File: config.mk
export PLATFORM = sky130hd
export DESIGN_NAME = wua_div_stage
export DESIGN_NICKNAME = d
export VERILOG_FILES = /design/src/design/wua_div_stage.sv
export SDC_FILE = /design/constraint.sdc
export NUM_CORES = 1
export LEC_CHECK = 0
export BUFFER_PORTS_ARGS = -buffer_cell sky130_fd_sc_hd__buf_2
export CORE_AREA = 2 2 125 127
export DETAILED_ROUTE_END_ITERATION = 12
export DIE_AREA = 0 0 127 129
export GPL_TIMING_DRIVEN = 0
export PLACE_DENSITY = 0.7
export SYNTH_ARGS = -nofsm -noshare
export SYNTH_HDL_FRONTEND = slang
export SYNTH_SLANG_ARGS = --single-unit
export TNS_END_PERCENT = 30
File: constraint.sdc
create_clock -name vclk -period 3.2
set_clock_uncertainty 0.05 [all_clocks]
set_input_delay 0.16 -clock vclk [all_inputs]
set_output_delay 0.16 -clock vclk [all_outputs]
set_load 0.03 [all_outputs]
File: src/design/wua_div_stage.sv
`default_nettype none
// one restoring division step per instance, quotient bits shift in from the right
module wua_div_stage #(
  parameter int unsigned W = 64
) (
  input  wire logic [W-1:0] rem_i,
  input  wire logic [W-1:0] quo_i,
  input  wire logic [W-1:0] div_i,
  output logic [W-1:0]      rem_o,
  output logic [W-1:0]      quo_o
);
  logic [W:0] trial;
  logic [W:0] diff;
  always_comb begin
    trial = {rem_i, quo_i[W-1]};
    diff  = trial - {1'b0, div_i};
    if (!diff[W]) begin
      rem_o = diff[W-1:0];
      quo_o = {quo_i[W-2:0], 1'b1};
    end else begin
      rem_o = trial[W-1:0];
      quo_o = {quo_i[W-2:0], 1'b0};
    end
  end
endmodule
`default_nettype wire

==> impl_metrics.csv <==
group,metric,value,unit
power_and_ir_drop,internal_power,1.091,mW
power_and_ir_drop,p_per_area,311.0,nW/um^2
die,die_y,129,um
global_routing,antenna_found_initial,2,
sta,period_needed,3.749,ns
power_and_ir_drop,sw_frac_of_total,0.5456,
clocking,cts-hold-fix-buffers,0,
route,drt-total-wl,17690,um
final_layout,layout_common_cells,"buf_2 (213), inv_1 (83), a21oi_1 (82), buf_4 (75), ha_1 (63)",
run,drv_cap,0,
power_and_ir_drop,ir_worst_vdd,0.2391,mV
sta,drv_slew,0,
place,place_inst,1230,
critical_path,cp.required,2.99,ns
sta,relSlewSlack,0.5606,
final_layout,seq_cell_count,0,
route,avgRoutedWirePerCell,14.28,um
power_and_ir_drop,p_switching,1.310,mW
logic_synthesis,syn_nets,1042,
run_status,violations,"setup timing",
sta,finalSetupViolCount,65,
power_and_ir_drop,power,2.401,mW
final_layout,final_common_cell,"buf_2",
route,drc,0,
logic_synthesis,yosys_warnings,0,
sta,post-route-period-util,1.172,
final_layout,area_growth,36.83,%
final_layout,multiInputGateArea,4727,sq um
final_layout,seq_area,0,sq um
critical_path,cp_max_fo,8,
route,first_pass_iters,5,
critical_path,crit_type,"in2out",
final_layout,nFillCells,1508,
logic_synthesis,synth-seq-area-share,0,
run_status,status,"finished with violations",
logic_synthesis,synth_cells,785,
place,gp_congestion,0.9398,
global_routing,grt-ovfl-total,0,
route,via_per_inst,5.220,
hold_path,hold_path.class,"in2out",
route,via_count,6467,
sta,hold_viol_final,0,
die,core,14980,sq um
final_layout,nets,1309,
power_and_ir_drop,seqPwrFrac,0,
place,dp_hpwl,15230,um
logic_synthesis,synth_area_per_cell,7.188,sq um
place,io_buffers,257,
die,die_x,127,um
critical_path,crit_arrival,3.54,ns
sta,worst_pin_slew,0.6522,ns
critical_path,setup.worst_path.end_class,"output pin",
global_routing,grt_usage,0.1968,
final_layout,drive_above_1_share,0.4114,
power_and_ir_drop,combPwrFrac,1.000,
power_and_ir_drop,p_clk_frac,0,
die,ios,320,
logic_synthesis,synth_area,5643,sq um
final_layout,fin_util,0.5155,
route,drtAntennaViolNets,0,
power_and_ir_drop,p_leak,4.135,nW
route,drtIter0Drc,300,
global_routing,grt_pass1_vias,5938,
sta,setup_ws,-0.5495,ns
sta,fmax,266.7,MHz
place,dpl-instance-area,7208,sq um
die,dieArea,16380,sq um
logic_synthesis,yosysUniqueCellTypes,62,
final_layout,clockBufferCount,0,
die,start_util,0.3768,
global_routing,grt_pass1_wl,27340,um
die,fp-row-count,45,
final_layout,final_cells,1239,
sta,fin_setup_tns,-32.19,ns
critical_path,start_kind,"input pin",
sta,rsz0062_at_grt,"yes",
global_routing,grt_max_degree,11,
final_layout,finalInstanceArea,7721,sq um
-- synthesized netlist by cell type (4+ instances only) --
cell	number	area [sq um]
a211oi_1	11	82.58
a21o_1	29	217.7
a21oi_1	84	420.4
a31oi_1	12	75.07
and3_1	10	62.56
buf_2	13	65.06
buf_4	63	473.0
buf_6	6	67.56
clkbuf_1	20	75.07
ha_1	64	800.8
inv_1	84	315.3
mux2_4	59	885.9
nand2_1	56	210.2
nand2b_1	4	25.02
nand3_1	16	80.08
nand4_1	18	112.6
nor2_1	32	120.1
nor2b_1	5	31.28
nor3_1	14	70.07
nor4_1	5	31.28
o211ai_1	8	60.06
o21a_1	6	45.04
o21ai_0	40	200.2
o21bai_1	9	67.56
o31ai_1	5	37.54
xnor2_1	36	315.3
xor2_1	24	210.2
-- logic make-up after synthesis --
| group | share of synthesized area |
|---|---|
| multiplexers | 0.1683 |
| adder cells (fa/ha/maj) | 0.1455 |
| buffers and inverters | 0.1772 |
| AO/OA/AOI/OAI | 0.2628 |
| AND/OR/NAND/NOR | 0.1532 |
| XOR/XNOR | 0.09313 |
-- critical path, stage by stage --
cell	delay [ns]
buf_2	0.11
ha_1	0.28
clkbuf_1	0.18
a21oi_1	0.28
o22ai_1	0.15
a32oi_1	0.27
nand4_1	0.32
a211oi_2	0.39
o41ai_2	0.13
buf_4	0.17
a221oi_4	0.33
o31ai_1	0.15
xor2_1	0.16
mux2_2	0.27
buf_2	0.19
-- area by class of cell --
class,count,area share
Antenna cell,1,0.0003241
Buffer,102,0.09431
Inverter,85,0.04359
Multi-Input combinational cell,598,0.6122
Tap cell,188,0.03047
Timing Repair Buffer,265,0.2191
-- worst paths after layout --
check / slack, ns / endpoint / from / depth (start not counted)
hold / removal: 0.52 / quo_o[43] / quo_i[42] / 2
setup / recovery: -0.55 / rem_o[63] / rem_i[7] / 15
-- power by group through the flow --
| stage | combinational (mW) | clock (mW) | sequential, mW |
|---|---|---|---|
| finish | 2.40 | 0.0000000418 | 0 |
| global route | 2.56 | 0 | 0 |
| CTS | 2.38 | 0 | 0 |
| detailed placement | 2.13 | 0 | 0 |
| global placement | 2.11 | 0 | 0 |
| floorplan | 1.63 | 0 | 0 |
-- per-layer routing --
metal | up-vias | track usage | wire [um] | part of all wire
li1 | 3267 | - | - | -
met1 | 2886 | 0.2526 | 7577 | 0.43
met2 | 279 | 0.3529 | 8378 | 0.47
met3 | 31 | 0.03077 | 1368 | 0.077
met4 | 4 | 0.03426 | 338 | 0.019
met5 | - | 0 | 24 | 0.0014
-- stage by stage --
stage / hold WS, ns / setup slack [ns]
after floorplan: 0.4017 / -0.0001337
after global placement: 0.5207 / -0.8601
after detailed placement: 0.5208 / -0.8776
after CTS: 0.5205 / -0.5963
after global routing: 0.5232 / -0.7187
final: 0.5198 / -0.5495
-- timing repair --
item | CTS | global route
endpoints found under the setup margin | 65 | 65
resized for setup | 121 | 9
pin swaps | 7 | 2
gates cloned | 0 | 0
buffers inserted | 7 | 1
(Power assumes the default switching activity.)
